===== config.mk =====
export PLATFORM = sky130hd
export DESIGN_NAME = i2c_master_bit_sequencer_flat
export DESIGN_NICKNAME = d
export VERILOG_FILES = /design/src/hdl/i2cms_pkg.sv /design/src/hdl/i2cms_cmd_if.sv /design/src/hdl/i2cms_res_if.sv /design/src/hdl/i2cms_cfg_if.sv /design/src/hdl/i2c_master_bit_sequencer.sv /design/src/hdl/i2cms_step.sv /design/src/hdl/i2cms_out_stage.sv /design/src/flat_wrapper.sv
export VERILOG_INCLUDE_DIRS = /design/src /design/src/hdl
export SDC_FILE = /design/constraint.sdc
export NUM_CORES = 1
export LEC_CHECK = 0
export BUFFER_PORTS_ARGS = -buffer_cell sky130_fd_sc_hd__buf_4
export CORE_MARGIN = 4
export CORE_UTILIZATION = 47
export CTS_CLUSTER_SIZE = 8
export DETAILED_ROUTE_END_ITERATION = 8
export PLACE_DENSITY_LB_ADDON = 0.05
export SKIP_CTS_REPAIR_TIMING = 1
export SYNTH_ARGS = -nofsm -noshare
export SYNTH_HDL_FRONTEND = slang
export SYNTH_HIERARCHICAL = 1
export SYNTH_SLANG_ARGS = --single-unit

===== constraint.sdc =====
create_clock -name clk_i -period 4.7 [get_ports clk_i]
set_input_delay 0.47 -clock clk_i [delete_from_list [all_inputs] [get_ports clk_i]]
set_output_delay 0.47 -clock clk_i [all_outputs]
set_load 0.02 [all_outputs]

===== src/hdl/i2c_master_bit_sequencer_defines.svh =====
// Assertion macros shared by the I2C master bit sequencer RTL
`ifndef I2C_MASTER_BIT_SEQUENCER_DEFINES_SVH
`define I2C_MASTER_BIT_SEQUENCER_DEFINES_SVH

// checked outside reset only
`define I2CMS_ASSERT(lbl, prop, msg) \
  lbl: assert property (@(posedge clk_i) disable iff (!rst_ni) prop) else $error(msg);

// checked on every edge, reset included
`define I2CMS_ASSERT_ALWAYS(lbl, prop, msg) \
  lbl: assert property (@(posedge clk_i) prop) else $error(msg);

`endif


===== src/hdl/i2cms_pkg.sv =====
// Types, constants and line sequence functions of the I2C master bit sequencer
`timescale 1ns / 1ps

package i2cms_pkg;

  localparam int unsigned HpW = 16;
  localparam logic [HpW-1:0] HALF_PERIOD_RST = 16'd10;
  localparam logic [6:0] SCAN_ADDR_FIRST = 7'd1;
  localparam logic [6:0] SCAN_ADDR_LAST  = 7'd127;
  localparam logic [3:0] BITS_PER_BYTE   = 4'd8;

  typedef enum logic [2:0] {
    CMD_START = 3'd0,
    CMD_STOP  = 3'd1,
    CMD_WRITE = 3'd2,
    CMD_READ  = 3'd3,
    CMD_ACK   = 3'd4,
    CMD_NACK  = 3'd5,
    CMD_SCAN  = 3'd6
  } cmd_e;

  // segments of a scan: start, address write, stop
  typedef enum logic [1:0] {
    SEG_START = 2'd0,
    SEG_WRITE = 2'd1,
    SEG_STOP  = 2'd2
  } seg_e;

  typedef struct packed {
    logic       scl;
    logic       sda;
    logic [3:0] phase;
    logic [3:0] bit_idx;
    logic [7:0] shift;
    seg_e       seg;
    logic [6:0] addr;
    logic       nack;
    logic [7:0] rx;
    logic [6:0] found;
  } seq_state_t;

  typedef struct packed {
    seq_state_t     seq;
    cmd_e           op;
    logic           busy;
    logic [HpW-1:0] wait_cnt;
  } core_t;

  typedef struct packed {
    seq_state_t s;
    logic       go;
  } seq_ret_t;

  typedef struct packed {
    logic       cmd_valid;
    logic [2:0] command;
    logic [7:0] tx_byte;
    logic       sda_in;
  } item_t;

  typedef struct packed {
    logic       scl_out;
    logic       sda_out;
    logic       busy_res;
    logic       done_res;
    logic [7:0] rx_byte;
    logic       nack;
    logic [6:0] found_address;
  } res_t;

  localparam core_t CORE_RST = '{
    seq: '{scl: 1'b1, sda: 1'b1, phase: 4'd0, bit_idx: 4'd0, shift: 8'd0,
           seg: SEG_START, addr: SCAN_ADDR_FIRST, nack: 1'b0, rx: 8'd0,
           found: 7'd0},
    op: CMD_START, busy: 1'b0, wait_cnt: '0
  };

  function automatic seq_ret_t seq_start(seq_state_t s);
    seq_ret_t r;
    r.s  = s;
    r.go = 1'b1;
    unique case (s.phase)
      4'd0:    r.s.sda = 1'b1;
      4'd1:    r.s.scl = 1'b1;
      4'd2:    r.s.sda = 1'b0;
      4'd3:    r.s.scl = 1'b0;
      default: r.go = 1'b0;
    endcase
    if (r.go) r.s.phase = s.phase + 4'd1;
    return r;
  endfunction

  function automatic seq_ret_t seq_stop(seq_state_t s);
    seq_ret_t r;
    r.s  = s;
    r.go = 1'b1;
    unique case (s.phase)
      4'd0:    r.s.sda = 1'b0;
      4'd1:    r.s.scl = 1'b1;
      4'd2:    r.s.sda = 1'b1;
      default: r.go = 1'b0;
    endcase
    if (r.go) r.s.phase = s.phase + 4'd1;
    return r;
  endfunction

  function automatic seq_ret_t seq_ack(seq_state_t s);
    seq_ret_t r;
    r.s  = s;
    r.go = 1'b1;
    unique case (s.phase)
      4'd0:    r.s.sda = 1'b0;
      4'd1:    r.s.scl = 1'b1;
      4'd2:    r.s.scl = 1'b0;
      4'd3:    r.s.sda = 1'b1;
      default: r.go = 1'b0;
    endcase
    if (r.go) r.s.phase = s.phase + 4'd1;
    return r;
  endfunction

  function automatic seq_ret_t seq_nack(seq_state_t s);
    seq_ret_t r;
    r.s  = s;
    r.go = 1'b1;
    unique case (s.phase)
      4'd0:    r.s.sda = 1'b1;
      4'd1:    r.s.scl = 1'b1;
      4'd2:    r.s.scl = 1'b0;
      default: r.go = 1'b0;
    endcase
    if (r.go) r.s.phase = s.phase + 4'd1;
    return r;
  endfunction

  function automatic seq_ret_t seq_write(seq_state_t s, logic sda);
    seq_ret_t r;
    r.s  = s;
    r.go = 1'b1;
    if (s.bit_idx < BITS_PER_BYTE) begin
      if (s.phase == 4'd0) begin
        r.s.sda   = s.shift[7];
        r.s.shift = {s.shift[6:0], 1'b0};
        r.s.phase = 4'd1;
      end else if (s.phase == 4'd1) begin
        r.s.scl   = 1'b1;
        r.s.phase = 4'd2;
      end else begin
        r.s.scl     = 1'b0;
        r.s.phase   = 4'd0;
        r.s.bit_idx = s.bit_idx + 4'd1;
      end
    end else begin
      // ack slot: release SDA, clock once, sample on the SCL fall
      unique case (s.phase)
        4'd0: r.s.sda = 1'b1;
        4'd1: r.s.scl = 1'b1;
        4'd2: begin
          r.s.nack = sda;
          r.s.scl  = 1'b0;
        end
        default: r.go = 1'b0;
      endcase
      if (r.go) r.s.phase = s.phase + 4'd1;
    end
    return r;
  endfunction

  function automatic seq_ret_t seq_read(seq_state_t s, logic sda);
    seq_ret_t r;
    r.s  = s;
    r.go = 1'b1;
    if (s.phase == 4'd0) begin
      r.s.sda   = 1'b1;
      r.s.phase = 4'd1;
    end else if (s.phase == 4'd1) begin
      if (s.bit_idx >= BITS_PER_BYTE) begin
        r.s.rx = s.shift;
        r.go   = 1'b0;
      end else begin
        r.s.scl   = 1'b1;
        r.s.phase = 4'd2;
      end
    end else begin
      r.s.shift   = {s.shift[6:0], sda};
      r.s.scl     = 1'b0;
      r.s.bit_idx = s.bit_idx + 4'd1;
      r.s.phase   = 4'd1;
    end
    return r;
  endfunction

  // At most one segment ends per line step, so the chain below is short.
  function automatic seq_ret_t seq_scan(seq_state_t s, logic sda);
    seq_ret_t   a;
    seq_state_t t;
    t = s;
    if (t.seg == SEG_START) begin
      a = seq_start(t);
      if (a.go) return a;
      t         = a.s;
      t.seg     = SEG_WRITE;
      t.phase   = 4'd0;
      t.bit_idx = 4'd0;
      t.shift   = {t.addr, 1'b0};
    end
    if (t.seg == SEG_WRITE) begin
      a = seq_write(t, sda);
      if (a.go) return a;
      t       = a.s;
      t.seg   = SEG_STOP;
      t.phase = 4'd0;
    end
    a = seq_stop(t);
    if (a.go) return a;
    t = a.s;
    if (!t.nack) begin
      t.found = t.addr;
      a.s     = t;
      a.go    = 1'b0;
      return a;
    end
    if (t.addr >= SCAN_ADDR_LAST) begin
      t.found = 7'd0;
      a.s     = t;
      a.go    = 1'b0;
      return a;
    end
    t.addr  = t.addr + 7'd1;
    t.seg   = SEG_START;
    t.phase = 4'd0;
    return seq_start(t);
  endfunction

  function automatic seq_ret_t run_action(cmd_e op, seq_state_t s, logic sda);
    seq_ret_t r;
    r.s  = s;
    r.go = 1'b0;
    unique case (op)
      CMD_START: r = seq_start(s);
      CMD_STOP:  r = seq_stop(s);
      CMD_WRITE: r = seq_write(s, sda);
      CMD_READ:  r = seq_read(s, sda);
      CMD_ACK:   r = seq_ack(s);
      CMD_NACK:  r = seq_nack(s);
      CMD_SCAN:  r = seq_scan(s, sda);
      default:   r.go = 1'b0;
    endcase
    return r;
  endfunction

endpackage


===== src/hdl/i2cms_cmd_if.sv =====
// Command channel: one word per clock tick of bus time
`timescale 1ns / 1ps

interface i2cms_cmd_if;
  logic       valid;
  logic       ready;
  logic       cmd_valid;
  logic [2:0] command;
  logic [7:0] tx_byte;
  logic       sda_in;

  modport source (output valid, cmd_valid, command, tx_byte, sda_in, input ready);
  modport sink   (input valid, cmd_valid, command, tx_byte, sda_in, output ready);
endinterface


===== src/hdl/i2cms_res_if.sv =====
// Result channel: line drives and status, one word per accepted command word
`timescale 1ns / 1ps

interface i2cms_res_if;
  logic       valid;
  logic       ready;
  logic       scl_out;
  logic       sda_out;
  logic       busy_res;
  logic       done_res;
  logic [7:0] rx_byte;
  logic       nack;
  logic [6:0] found_address;

  modport source (output valid, scl_out, sda_out, busy_res, done_res, rx_byte, nack,
                  found_address, input ready);
  modport sink   (input valid, scl_out, sda_out, busy_res, done_res, rx_byte, nack,
                  found_address, output ready);
endinterface


===== src/hdl/i2cms_cfg_if.sv =====
// Configuration write channel carrying the half period
`timescale 1ns / 1ps

interface i2cms_cfg_if;
  logic                       valid;
  logic                       ready;
  logic [i2cms_pkg::HpW-1:0]  data;

  modport source (output valid, data, input ready);
  modport sink   (input valid, data, output ready);
endinterface


===== src/hdl/i2c_master_bit_sequencer.sv =====
// Top level of the I2C master bit sequencer
//
//   channel  dir  handshake     carries
//   cmd_i    in   valid/ready   cmd_valid, command, tx_byte, sda_in
//   res_o    out  valid/ready   scl_out, sda_out, busy_res, done_res, rx_byte, nack,
//                               found_address
//   cfg_i    in   valid/ready   half_period (always ready)
//
// One command word is taken each cycle unless stalled; its result is registered and
// shows the cycle after. The step logic is a single pass of one line change from the
// state regs. cmd_i.ready drops only while a result word sits unread and res_o.ready
// is low. Reset releases both lines, clears the state and sets half_period to 10.
`timescale 1ns / 1ps
`include "i2c_master_bit_sequencer_defines.svh"

module i2c_master_bit_sequencer (
  input  logic         clk_i,
  input  logic         rst_ni,
  i2cms_cmd_if.sink    cmd_i,
  i2cms_res_if.source  res_o,
  i2cms_cfg_if.sink    cfg_i
);

  i2cms_pkg::core_t           core_q, core_d;
  logic [i2cms_pkg::HpW-1:0]  half_period_q;
  i2cms_pkg::item_t           item;
  i2cms_pkg::res_t            res_d;
  logic                       room;
  logic                       accept;

  assign cfg_i.ready = 1'b1;
  assign cmd_i.ready = room;
  assign accept      = cmd_i.valid && room;

  assign item.cmd_valid = cmd_i.cmd_valid;
  assign item.command   = cmd_i.command;
  assign item.tx_byte   = cmd_i.tx_byte;
  assign item.sda_in    = cmd_i.sda_in;

  always_ff @(posedge clk_i or negedge rst_ni) begin
    if (!rst_ni) begin
      half_period_q <= i2cms_pkg::HALF_PERIOD_RST;
    end else if (cfg_i.valid) begin
      half_period_q <= cfg_i.data;
    end
  end

  always_ff @(posedge clk_i or negedge rst_ni) begin
    if (!rst_ni) begin
      core_q <= i2cms_pkg::CORE_RST;
    end else if (accept) begin
      core_q <= core_d;
    end
  end

  i2cms_step u_step (
    .core_i        (core_q),
    .item_i        (item),
    .half_period_i (half_period_q),
    .core_o        (core_d),
    .res_o         (res_d)
  );

  i2cms_out_stage u_out (
    .clk_i  (clk_i),
    .rst_ni (rst_ni),
    .load_i (accept),
    .res_i  (res_d),
    .room_o (room),
    .res_o  (res_o)
  );

  // a running sequence always has a hold in progress
  `I2CMS_ASSERT_ALWAYS(a_busy_wait, core_q.busy |-> (core_q.wait_cnt != '0), "busy with empty hold")
  // the tick that reports done leaves the block idle
  `I2CMS_ASSERT(a_done_idle, (accept && res_d.done_res) |=> !core_q.busy, "done but still busy")
  // every accepted word produces a result word next cycle
  `I2CMS_ASSERT(a_acc_res, accept |=> res_o.valid, "accepted word without result")
  // busy reported to the output matches the state that was stored
  `I2CMS_ASSERT(a_busy_out, accept |=> (res_o.busy_res == core_q.busy), "busy flag mismatch")

endmodule


===== src/hdl/i2cms_step.sv =====
// Next-state logic for one tick: hold countdown and one line step
`timescale 1ns / 1ps

module i2cms_step (
  input  i2cms_pkg::core_t            core_i,
  input  i2cms_pkg::item_t            item_i,
  input  logic [i2cms_pkg::HpW-1:0]   half_period_i,
  output i2cms_pkg::core_t            core_o,
  output i2cms_pkg::res_t             res_o
);

  logic [i2cms_pkg::HpW-1:0] hold;
  logic [i2cms_pkg::HpW-1:0] wait_dec;
  i2cms_pkg::seq_state_t     fresh;
  i2cms_pkg::seq_ret_t       act;
  i2cms_pkg::cmd_e           cmd;
  logic                      done;

  // a zero half period is treated as a half period of one
  assign hold     = (half_period_i == '0) ? {{(i2cms_pkg::HpW-1){1'b0}}, 1'b1}
                                          : half_period_i;
  assign wait_dec = (core_i.wait_cnt != '0) ? core_i.wait_cnt - 1'b1 : '0;
  assign cmd      = i2cms_pkg::cmd_e'(item_i.command);

  always_comb begin
    fresh         = core_i.seq;
    fresh.phase   = 4'd0;
    fresh.bit_idx = 4'd0;
    fresh.shift   = (cmd == i2cms_pkg::CMD_WRITE) ? item_i.tx_byte : 8'd0;
    fresh.addr    = i2cms_pkg::SCAN_ADDR_FIRST;
    fresh.seg     = i2cms_pkg::SEG_START;
  end

  always_comb begin
    core_o = core_i;
    done   = 1'b0;
    act    = i2cms_pkg::run_action(core_i.op, core_i.seq, item_i.sda_in);
    if (core_i.busy) begin
      core_o.wait_cnt = wait_dec;
      if (wait_dec == '0) begin
        core_o.seq = act.s;
        if (act.go) begin
          core_o.wait_cnt = hold;
        end else begin
          core_o.busy = 1'b0;
          done        = 1'b1;
        end
      end
    end else if (item_i.cmd_valid && (item_i.command <= i2cms_pkg::CMD_SCAN)) begin
      act             = i2cms_pkg::run_action(cmd, fresh, item_i.sda_in);
      core_o.op       = cmd;
      core_o.busy     = 1'b1;
      core_o.seq      = act.s;
      core_o.wait_cnt = hold;
    end
  end

  always_comb begin
    res_o.scl_out       = core_o.seq.scl;
    res_o.sda_out       = core_o.seq.sda;
    res_o.busy_res      = core_o.busy;
    res_o.done_res      = done;
    res_o.rx_byte       = core_o.seq.rx;
    res_o.nack          = core_o.seq.nack;
    res_o.found_address = core_o.seq.found;
  end

endmodule


===== src/hdl/i2cms_out_stage.sv =====
// Result register between the step logic and the result channel
`timescale 1ns / 1ps

module i2cms_out_stage (
  input  logic              clk_i,
  input  logic              rst_ni,
  input  logic              load_i,
  input  i2cms_pkg::res_t   res_i,
  output logic              room_o,
  i2cms_res_if.source       res_o
);

  logic            valid_q, valid_d;
  i2cms_pkg::res_t data_q;

  // a new word may enter in the same cycle the held one leaves
  assign room_o  = !valid_q || res_o.ready;
  assign valid_d = load_i || (valid_q && !res_o.ready);

  always_ff @(posedge clk_i or negedge rst_ni) begin
    if (!rst_ni) begin
      valid_q <= 1'b0;
    end else begin
      valid_q <= valid_d;
    end
  end

  always_ff @(posedge clk_i) begin
    if (load_i) begin
      data_q <= res_i;
    end
  end

  assign res_o.valid         = valid_q;
  assign res_o.scl_out       = data_q.scl_out;
  assign res_o.sda_out       = data_q.sda_out;
  assign res_o.busy_res      = data_q.busy_res;
  assign res_o.done_res      = data_q.done_res;
  assign res_o.rx_byte       = data_q.rx_byte;
  assign res_o.nack          = data_q.nack;
  assign res_o.found_address = data_q.found_address;

endmodule


===== src/flat_wrapper.sv =====
// flat-port wrapper written by rule: the top's interface ports become plain ports
module i2c_master_bit_sequencer_flat 
  (clk_i, rst_ni, cmd_i_valid, cmd_i_cmd_valid, cmd_i_command, cmd_i_tx_byte, cmd_i_sda_in, cmd_i_ready, res_o_valid, res_o_scl_out, res_o_sda_out, res_o_busy_res, res_o_done_res, res_o_rx_byte, res_o_nack, res_o_found_address, res_o_ready, cfg_i_valid, cfg_i_data, cfg_i_ready);
  i2cms_cmd_if cmd_i_i ();
  i2cms_res_if res_o_i ();
  i2cms_cfg_if cfg_i_i ();
  input  logic clk_i;
  input  logic rst_ni;
  input wire logic [$bits(cmd_i_i.valid)-1:0] cmd_i_valid;
  input wire logic [$bits(cmd_i_i.cmd_valid)-1:0] cmd_i_cmd_valid;
  input wire logic [$bits(cmd_i_i.command)-1:0] cmd_i_command;
  input wire logic [$bits(cmd_i_i.tx_byte)-1:0] cmd_i_tx_byte;
  input wire logic [$bits(cmd_i_i.sda_in)-1:0] cmd_i_sda_in;
  output wire logic [$bits(cmd_i_i.ready)-1:0] cmd_i_ready;
  output wire logic [$bits(res_o_i.valid)-1:0] res_o_valid;
  output wire logic [$bits(res_o_i.scl_out)-1:0] res_o_scl_out;
  output wire logic [$bits(res_o_i.sda_out)-1:0] res_o_sda_out;
  output wire logic [$bits(res_o_i.busy_res)-1:0] res_o_busy_res;
  output wire logic [$bits(res_o_i.done_res)-1:0] res_o_done_res;
  output wire logic [$bits(res_o_i.rx_byte)-1:0] res_o_rx_byte;
  output wire logic [$bits(res_o_i.nack)-1:0] res_o_nack;
  output wire logic [$bits(res_o_i.found_address)-1:0] res_o_found_address;
  input wire logic [$bits(res_o_i.ready)-1:0] res_o_ready;
  input wire logic [$bits(cfg_i_i.valid)-1:0] cfg_i_valid;
  input wire logic [$bits(cfg_i_i.data)-1:0] cfg_i_data;
  output wire logic [$bits(cfg_i_i.ready)-1:0] cfg_i_ready;
  assign cmd_i_i.valid = cmd_i_valid;
  assign cmd_i_i.cmd_valid = cmd_i_cmd_valid;
  assign cmd_i_i.command = cmd_i_command;
  assign cmd_i_i.tx_byte = cmd_i_tx_byte;
  assign cmd_i_i.sda_in = cmd_i_sda_in;
  assign cmd_i_ready = cmd_i_i.ready;
  assign res_o_valid = res_o_i.valid;
  assign res_o_scl_out = res_o_i.scl_out;
  assign res_o_sda_out = res_o_i.sda_out;
  assign res_o_busy_res = res_o_i.busy_res;
  assign res_o_done_res = res_o_i.done_res;
  assign res_o_rx_byte = res_o_i.rx_byte;
  assign res_o_nack = res_o_i.nack;
  assign res_o_found_address = res_o_i.found_address;
  assign res_o_i.ready = res_o_ready;
  assign cfg_i_i.valid = cfg_i_valid;
  assign cfg_i_i.data = cfg_i_data;
  assign cfg_i_ready = cfg_i_i.ready;
  i2c_master_bit_sequencer u_core (.clk_i(clk_i), .rst_ni(rst_ni), .cmd_i(cmd_i_i), .res_o(res_o_i), .cfg_i(cfg_i_i));
endmodule

## Word-level counts from Yosys, hierarchy flattened

Cells that the tools add are included.

| storage, ports and cells | value |
|---|---|
| flip-flop bits (word level) | 100 |
| input bits | 34 |
| word-level logic and storage cells | 447 |

| cells by class | value |
|---|---|
| $add $sub $neg | 11 |
| $lt $le $gt $ge | 7 |
| equal/unequal tests | 47 |
| mux-type cells | 327 |
| bitwise operators | 1 |
| reduce and logical (&&, ||, !) cells | 32 |

Operators by type and width:

| operator | number |
|---|---|
| $mux W44 | 33 |
| $mux W43 | 18 |
| $pmux W43 S7 | 2 |
| $mux W1 | 200 |
| $mux W4 | 26 |
| $mux W12 | 8 |
| $mux W63 | 1 |
| $mux W8 | 7 |
| $mux W16 | 3 |
| $mux W42 | 1 |
| $mux W6 | 6 |
| $mux W17 | 2 |
| $add A4 B1 Y4 const B | 8 |
| $logic_not A16 Y1 | 2 |
| $ne A3 B3 Y1 const B | 10 |
| $mux W7 | 4 |
| $eq A4 B2 Y1 const B | 6 |
| $eq A4 B1 Y1 const B | 5 |
| $logic_not A4 Y1 | 5 |
| $reduce_and A10 Y1 | 2 |
| $eq A3 B3 Y1 const B | 6 |
| $pmux W1 S2 | 9 |
| $ne A2 B2 Y1 const B | 8 |
| $reduce_bool A16 Y1 | 1 |
| other kinds (27) | 52 |

## Longest topological paths before layout

Gate-level depths: netlist of the first run.

| logic depth | value |
|---|---|
| word-level depth | 83 |
| gate-level depth with buffers | 13 |
| mapped depth without buffers | 11 |

## Cells and area by module

Netlist of the first run, hierarchy kept.

By module, submodules not included:

| module | instances | cells each | area each (µm²) |
|---|---|---|---|
| i2cms_step | 1 | 635 | 3,906.2 |
| i2c_master_bit_sequencer | 1 | 170 | 3,012.9 |
| i2cms_out_stage | 1 | 23 | 648.1 |

## Least setup slack after synthesis of the first run

No wires, ideal clock.

| path | value |
|---|---|
| path type | register to register |
| start | register u_core/core_q[59] (netlist name) |
| end | register u_core/core_q[53] (netlist name) |
| arrival time | 3.389 ns |
| data required time | 4.575 ns |
| path slack | 1.186 ns |
| stages on the path, launching flop included | 13 |
| buffers on the path | 2 |
| period minus slack after synthesis | 3.514 ns |
| cell sequence | dfrtp_1 > or2_2 > clkbuf_1 > clkinv_1 > buf_1 > ha_1 > or3b_2 > o32ai_1 > xor2_1 > a21oi_1 > nor4_1 > a311o_1 > mux2_2 |

RTL lines:

| item | RTL line | text |
|---|---|---|
| from (decl) | i2c_master_bit_sequencer.sv:24 | `i2cms_pkg::core_t core_q, core_d;` |
| from (signal assigned) | i2c_master_bit_sequencer.sv:50 | `core_q <= i2cms_pkg::CORE_RST;` |
| from (signal assigned) | i2c_master_bit_sequencer.sv:52 | `core_q <= core_d;` |

==> results of run 1 <==
metrics by stage:
step	util [%]	setup slack [ns]	hold slack (ns)
global placement	50.5	0.814	0.478
CTS	52.4	0.727	0.108
floorplan	-	1.19	0.174
finish	52.4	0.746	0.0856
detailed placement	50.5	0.733	0.485
global route	52.4	0.530	0.123
power breakdown:
| part | switching [mW] | internal, mW |
|---|---|---|
| logic | 1.05 | 0.798 |
| clock network | 0.360 | 0.424 |
| registers | 0.346 | 1.06 |
| total | 1.76 | 2.28 |
registers in the layout, summed over array words and instances, names as in the netlist:
register and flops:
u_core/u_out/res_o.nack 1, u_core/u_out/res_o.sda_out 1, u_core/u_out/res_o.rx_byte 8, u_core/u_out/res_o.done_res 1
u_core/u_out/res_o.scl_out 1, u_core/u_out/res_o.busy_res 1, u_core/u_out/res_o.found_address 7, u_core/half_period_q 16
u_core/core_q 63, u_core/u_out/res_o.valid 1
per-layer routing:
metal / track usage, % / share of wire, % / up-vias
met1: 32.0 / 41 / 3393
met5: 0 / 0 / -
met2: 42.0 / 49 / 293
li1: - / - / 3128
met4: 7.47 / 2.6 / 0
met3: 4.55 / 7.2 / 47
layout by cell type, fill, tap and decap left out, drive strengths merged, types with 12 or more instances in the layout:
cell type | Yosys | final
a21oi | 44 | 44
a22oi | 12 | 12
a31oi | 13 | 13
buf | 34 | 80
dfrtp | 75 | 75
edfxtp | 20 | 20
inv | 25 | 29
mux2 | 86 | 86
mux2i | 23 | 23
nand2 | 83 | 83
nand3 | 25 | 25
nor2 | 45 | 45
nor3 | 30 | 30
o21ai | 52 | 52
o22ai | 12 | 12
worst paths after layout:
check / startpoint / to / slack [ns] / depth (start not counted)
setup / recovery: u_core/core_q[5]$_DFFE_PN0P_ / u_core/core_q[35]$_DFFE_PN0P_ / 0.75 / 8
hold / removal: rst_ni / u_core/core_q[58]$_DFFE_PN0P_ / 0.09 / 1
setup reg to reg: u_core/core_q[5]$_DFFE_PN0P_ / u_core/core_q[35]$_DFFE_PN0P_ / 0.75 / 8
hold reg to reg: u_core/core_q[33]$_DFFE_PN0P_ / u_core/core_q[33]$_DFFE_PN0P_ / 0.50 / 1
max in group asynchronous: rst_ni / u_core/core_q[41]$_DFFE_PN0P_ / 3.62 / 2
min in group clk_i: cfg_i_data[5] / u_core/half_period_q[5]$_DFFE_PN0P_ / 0.34 / 2
cell families (layout without fill, tap and decap cells):
| family | count (synthesis) | after routing |
|---|---|---|
| AND/OR/NAND/NOR | 261 | 261 |
| AO/OA/AOI/OAI | 233 | 233 |
| multiplexers | 109 | 109 |
| buffers and inverters | 104 | 123 |
| flip-flops | 100 | 100 |
| adder cells (fa/ha/maj) | 11 | 11 |
| XOR/XNOR | 9 | 9 |
| other | 1 | 1 |
layout make-up:
type / count / area, sq um / area share, %
Tap cell: 216 / 270 / 3.26
Clock buffer: 10 / 229 / 2.76
Timing Repair Buffer: 80 / 601 / 7.24
Multi-Input combinational cell: 624 / 4410 / 53.1
Sequential cell: 100 / 2610 / 31.4
Clock inverter: 6 / 78.8 / 0.950
Inverter: 27 / 101 / 1.22
critical path: stages, from the launching register on:
cell and delay, ns:
dfrtp_1 0.47, or4_4 0.66, or4b_4 0.55, a221oi_2 0.27, and4b_4 0.32, o2111a_1 0.40
nand2_1 0.40, o32a_1 0.49, mux2_2 0.26
==> summary.md, run 1 <==
| Metric | Value |
|---|---|
| Top Ports | `57` |
| Post-Synth Adder-Cell Area | `1.82%` |
| CTS clk-pin slew, worst paths | `0.07 ns` |
| Final Setup Violations | `0` |
| DRC viols | `0` |
| Die W | `135 microns` |
| H-tree Lvls | `3` |
| CP startpoint kind | `flip-flop` |
| Root Buffer | `clkbuf_16` |
| Sink Count | `100` |
| Most common cell in the synthesized netlist | `nand2_1` |
| Layout cell share with drive strength beyond 1 | `24.7%` |
| Largest family of logic cells by synthesized area | `compound AO/OA/AOI/OAI gates` |
| Tmin final | `3.95 ns` |
| Detailed Place HPWL | `15700 microns` |
| Max Fanout on Critical Path | `14` |
| DR pass1 iterations | `6` |
| DRT antenna net count | `0` |
| Tot GR Track Use | `24.7%` |
| Mapped Cells | `828` |
| GRT overflow | `0` |
| Largest net degree at the start of global routing | `64` |
| # diodes | `0` |
| CTS max path bufs | `2` |
| Starting Density | `47.8%` |
| CTS tree | `built` |
| MaxCap Viol Count | `0` |
| EDFF count, synth | `20` |
| Final period utilization | `84.1%` |
| Relative slew slack | `33.9%` |
| Post-Layout Inst Area | `0.00830 sq mm` |
| Post-synthesis cell type count | `87` |
| Setup TNS | `0 ns` |
| Post-synthesis simple-gate area fraction | `17.8%` |
| Area grow syn2layout | `9.67%` |
| Synth cell count leaders | `nand2_1 (82), mux2_2 (81), dfrtp_1 (75), o21ai_0 (51), nor2_1 (45)` |
| Top_reg_cell synth | `dfrtp_1` |
| Rows | `46` |
| Via Count | `6861` |
| Post-Layout Cell Count | `1063` |
| Placed Instances | `1047` |
| Req. time, crit path | `4.95 ns` |
| CP endpoint kind | `flip-flop` |
| Skew final | `0.0140 ns` |
| Post-Syn Area | `0.00757 sq mm` |
| Power per cell area | `487 mW/mm^2` |
| Post-synthesis xor/xnor area fraction | `1.04%` |
| Vias per cell | `6.45` |
| Initial antenna violation count | `0` |
| Wirelength per Cell | `21.5 microns` |
| Routability Congestion | `1.00` |
| Die Height | `135 microns` |
| Port buffer count | `55` |
| Vias in the first global route | `6441` |
| Post-synthesis register bit count | `100` |
| Max Clk Rate | `0.253 GHz` |
| Avg Inst Size Synth | `9.14 sq um` |
| WL final | `22800 microns` |
| Setup CP Type | `reg2reg` |
| Cell accounting for the most synthesized area | `dfrtp_1` |
| Status | `completed` |
| Total power | `4.04 mW` |
| Critical Path AT | `4.20 ns` |
| Sequential-to-total area share from yosys stat | `34.5%` |
| Leak Pwr | `3.41 nW` |
| Mux share of post-synthesis cell area | `16.1%` |
| Synth Area in Compound Gates | `21.5%` |
| RSZ-0062 raised after global routing | `no` |
| Synth area leaders | `dfrtp_1 (25%), mux2_2 (12%), edfxtp_1 (7.9%), nand2_1 (4.1%), o21ai_0 (3.4%)` |
| Layout Nets | `887` |
| DRT iter0 DRCs | `561` |
| Fillers | `1515` |
| Die area | `0.0182 sq mm` |
| Synth warnings | `6` |
| Top-area cell type share of the netlist area | `24.8%` |
| Core area | `0.0158 sq mm` |
| Slew @ Worst Pin | `0.985 ns` |
| Clk Latency, worst-skew pair | `0.36 ns` |
| Tightest Hold Check Type | `in2async` |
| First-pass GRT wire length | `35400 microns` |
| Max-slew violation count | `0` |
| Placed inst area | `0.00799 sq mm` |
| VDD IR max | `266 uV` |
| Final hold violations | `0` |
| CTS Buf Count | `9` |
| Syn nets | `873` |
| Async SR Flop Fraction | `80.0%` |
Power figures use the tool's default switching activity.
==> inputs of run 2 (changes only) <==
- clock period: 4.7 -> 3.27 ns (I/O delays scaled with it)
==> run 2 against run 1 <==
Wire length rose by 9.3%. Register-to-register slack worse by 0.86 ns. First-iteration DRC count shrank 17%. Non-clock buffer count is 87 higher. Sequential share of layout area down 3.3 points. Worst setup slack got worse by 0.86 ns. Global-route usage is 2.7 points higher. The flow now finishes with violations (negative setup slack). Combinational power rose by 84%. Critical endpoint is now u_core/core_q[50]$_DFFE_PN0P_. Power is 61% higher.
==> summary.md, run 2 (synthesis gave the netlist of run 1 again) <==
| Metric | Value |
|---|---|
| GRT overflow | `0` |
| DR pass1 iterations | `5` |
| Area grow syn2layout | `22.6%` |
| Final worst-path setup slack | `-0.110 ns` |
| Die W | `135 microns` |
| CTS Buf Count | `9` |
| CTS tree | `built` |
| Max-slew violation count | `0` |
| Detailed Place HPWL | `18000 microns` |
| Final period utilization | `103%` |
| Most frequent cells in the layout | `buf_4 (157), nand2_1 (81), dfrtp_1 (75), mux2_2 (66), o21ai_0 (50)` |
| Port buffer count | `55` |
| Layout Nets | `974` |
| Clock power frac | `19.2%` |
| RSZ-0062 raised after global routing | `yes` |
| Die Height | `135 microns` |
| Slew @ Worst Pin | `0.994 ns` |
| CP startpoint kind | `flip-flop` |
| Critical Path AT | `3.62 ns` |
| # diodes | `0` |
| Register area | `0.00261 sq mm` |
| Die area | `0.0182 sq mm` |
| First-pass GRT wire length | `39300 microns` |
| Sink Count | `100` |
| Initial antenna violation count | `0` |
| Max reg flops | `63` |
| Int Pwr | `3.76 mW` |
| CTS max path bufs | `2` |
| Max Clk Rate | `0.296 GHz` |
| DP Worst Slack | `-0.0846 ns` |
| DRT iter0 DRCs | `463` |
| Layout cell share with drive strength beyond 1 | `34.3%` |
| Top Ports | `57` |
| CTS clk-pin slew, worst paths | `0.08 ns` |
| Final Setup Violations | `21` |
| Routability Congestion | `0.927` |
| Relative slew slack | `33.7%` |
| Combinational share of power | `52.5%` |
| Sw power | `2.73 mW` |
| Final Util | `58.6%` |
| Vias per cell | `6.31` |
| Largest net degree at the start of global routing | `54` |
| Rows | `46` |
| Starting Density | `47.8%` |
| H-tree Lvls | `3` |
| Tmin final | `3.38 ns` |
| Setup CP Type | `reg2reg` |
| Leak Pwr | `3.95 nW` |
| DRC viols | `0` |
| Req. time, crit path | `3.51 ns` |
| Power per cell area | `700 mW/mm^2` |
| Failing checks | `negative setup slack` |
| Core area | `0.0158 sq mm` |
| MaxCap Viol Count | `0` |
| Tightest Hold Check Type | `in2async` |
| WL final | `25000 microns` |
| Clk Latency, worst-skew pair | `0.36 ns` |
| Wirelength per Cell | `21.7 microns` |
| Sequential Power Share | `28.4%` |
| Commonest non-fill, non-tap cell in the layout | `buf_4` |
| Vias in the first global route | `7198` |
| DRT antenna net count | `0` |
| Tot GR Track Use | `27.4%` |
| Largest reg by FF count | `u_core/core_q` |
| Max Fanout on Critical Path | `8` |
| Root Buffer | `clkbuf_16` |
| CP endpoint kind | `flip-flop` |
| Skew final | `0.0138 ns` |
| VDD IR max | `370 uV` |
| Fillers | `1380` |
| Multi-input logic area | `0.00464 sq mm` |
| Via Count | `7255` |
| Final hold violations | `0` |
| Switching share of power | `42.1%` |
| Status | `finished with violations` |
run 2: changes by cell type in the layout (fill, tap and decap cells not counted), sizes merged:
cell	change
buf	+87
clkinv	-1
clkbuf	+1
run 2: path summary, 6_finish.rpt:
check                                               from                             endpoint  slack (ns)  depth (start not counted)
max in group asynchronous                         rst_ni  u_core/half_period_q[1]$_DFFE_PN1P_        2.43                          2
max                         u_core/core_q[8]$_DFFE_PN0P_        u_core/core_q[50]$_DFFE_PN0P_       -0.11                          9
min in group clk_i                         cfg_i_data[3]  u_core/half_period_q[3]$_DFFE_PN1P_        0.20                          2
max reg2reg                 u_core/core_q[8]$_DFFE_PN0P_        u_core/core_q[50]$_DFFE_PN0P_       -0.11                          9
min reg2reg                u_core/core_q[22]$_DFFE_PN0P_        u_core/core_q[22]$_DFFE_PN0P_        0.51                          1
min                                               rst_ni        u_core/core_q[58]$_DFFE_PN0P_        0.01                          1
run 2: worst max-delay path, stage by stage, from the launching register on:
cell      delay, ns
dfrtp_1        0.39
or4_4          0.57
or4b_4         0.53
a221oi_2       0.25
and4b_4        0.30
o2111a_1       0.24
buf_12         0.14
a41oi_4        0.20
a221o_1        0.37
mux2_4         0.27
run 2: layer usage:
metal	up-vias	routed length, microns	track usage (%)
met3	67	1480	5.74
met5	-	0	0
met4	0	1190	12.9
met1	3575	10200	33.6
met2	309	12100	46.1
li1	3304	-	-
run 2: stage by stage:
step / instance area [sq um] / TNS, ns / power [mW] / hold WS, ns / std cells
after floorplan: 7600 / -0.484 / 3.90 / 0.0314 / 828
after global placement: 8610 / -0.403 / 5.04 / 0.449 / 1125
after detailed placement: 8610 / -1.04 / 5.10 / 0.456 / 1125
after CTS: 8950 / -1.91 / 6.36 / 0.0648 / 1141
after global routing: 9270 / -4.08 / 6.92 / 0.0704 / 1150
final: 9270 / -1.13 / 6.50 / 0.0124 / 1150
run 2: final cells by class:
type | count | share of cell area (%)
clock inverters | 5 | 0.729
inverters | 27 | 1.09
multi-input cells | 624 | 50.0
clock buffers | 11 | 2.97
flip-flops and latches | 100 | 28.1
repair buffers | 167 | 14.2
well taps | 216 | 2.91
run 2: power by group through the flow:
stage | logic, mW | registers (mW) | clock network, mW
2_1_floorplan | 2.09 | 1.81 | 0
3_3_place_gp | 3.19 | 1.85 | 0
3_5_place_dp | 3.24 | 1.86 | 0
4_1_cts | 3.25 | 1.84 | 1.27
5_1_grt | 3.71 | 1.89 | 1.32
6_report | 3.41 | 1.84 | 1.24
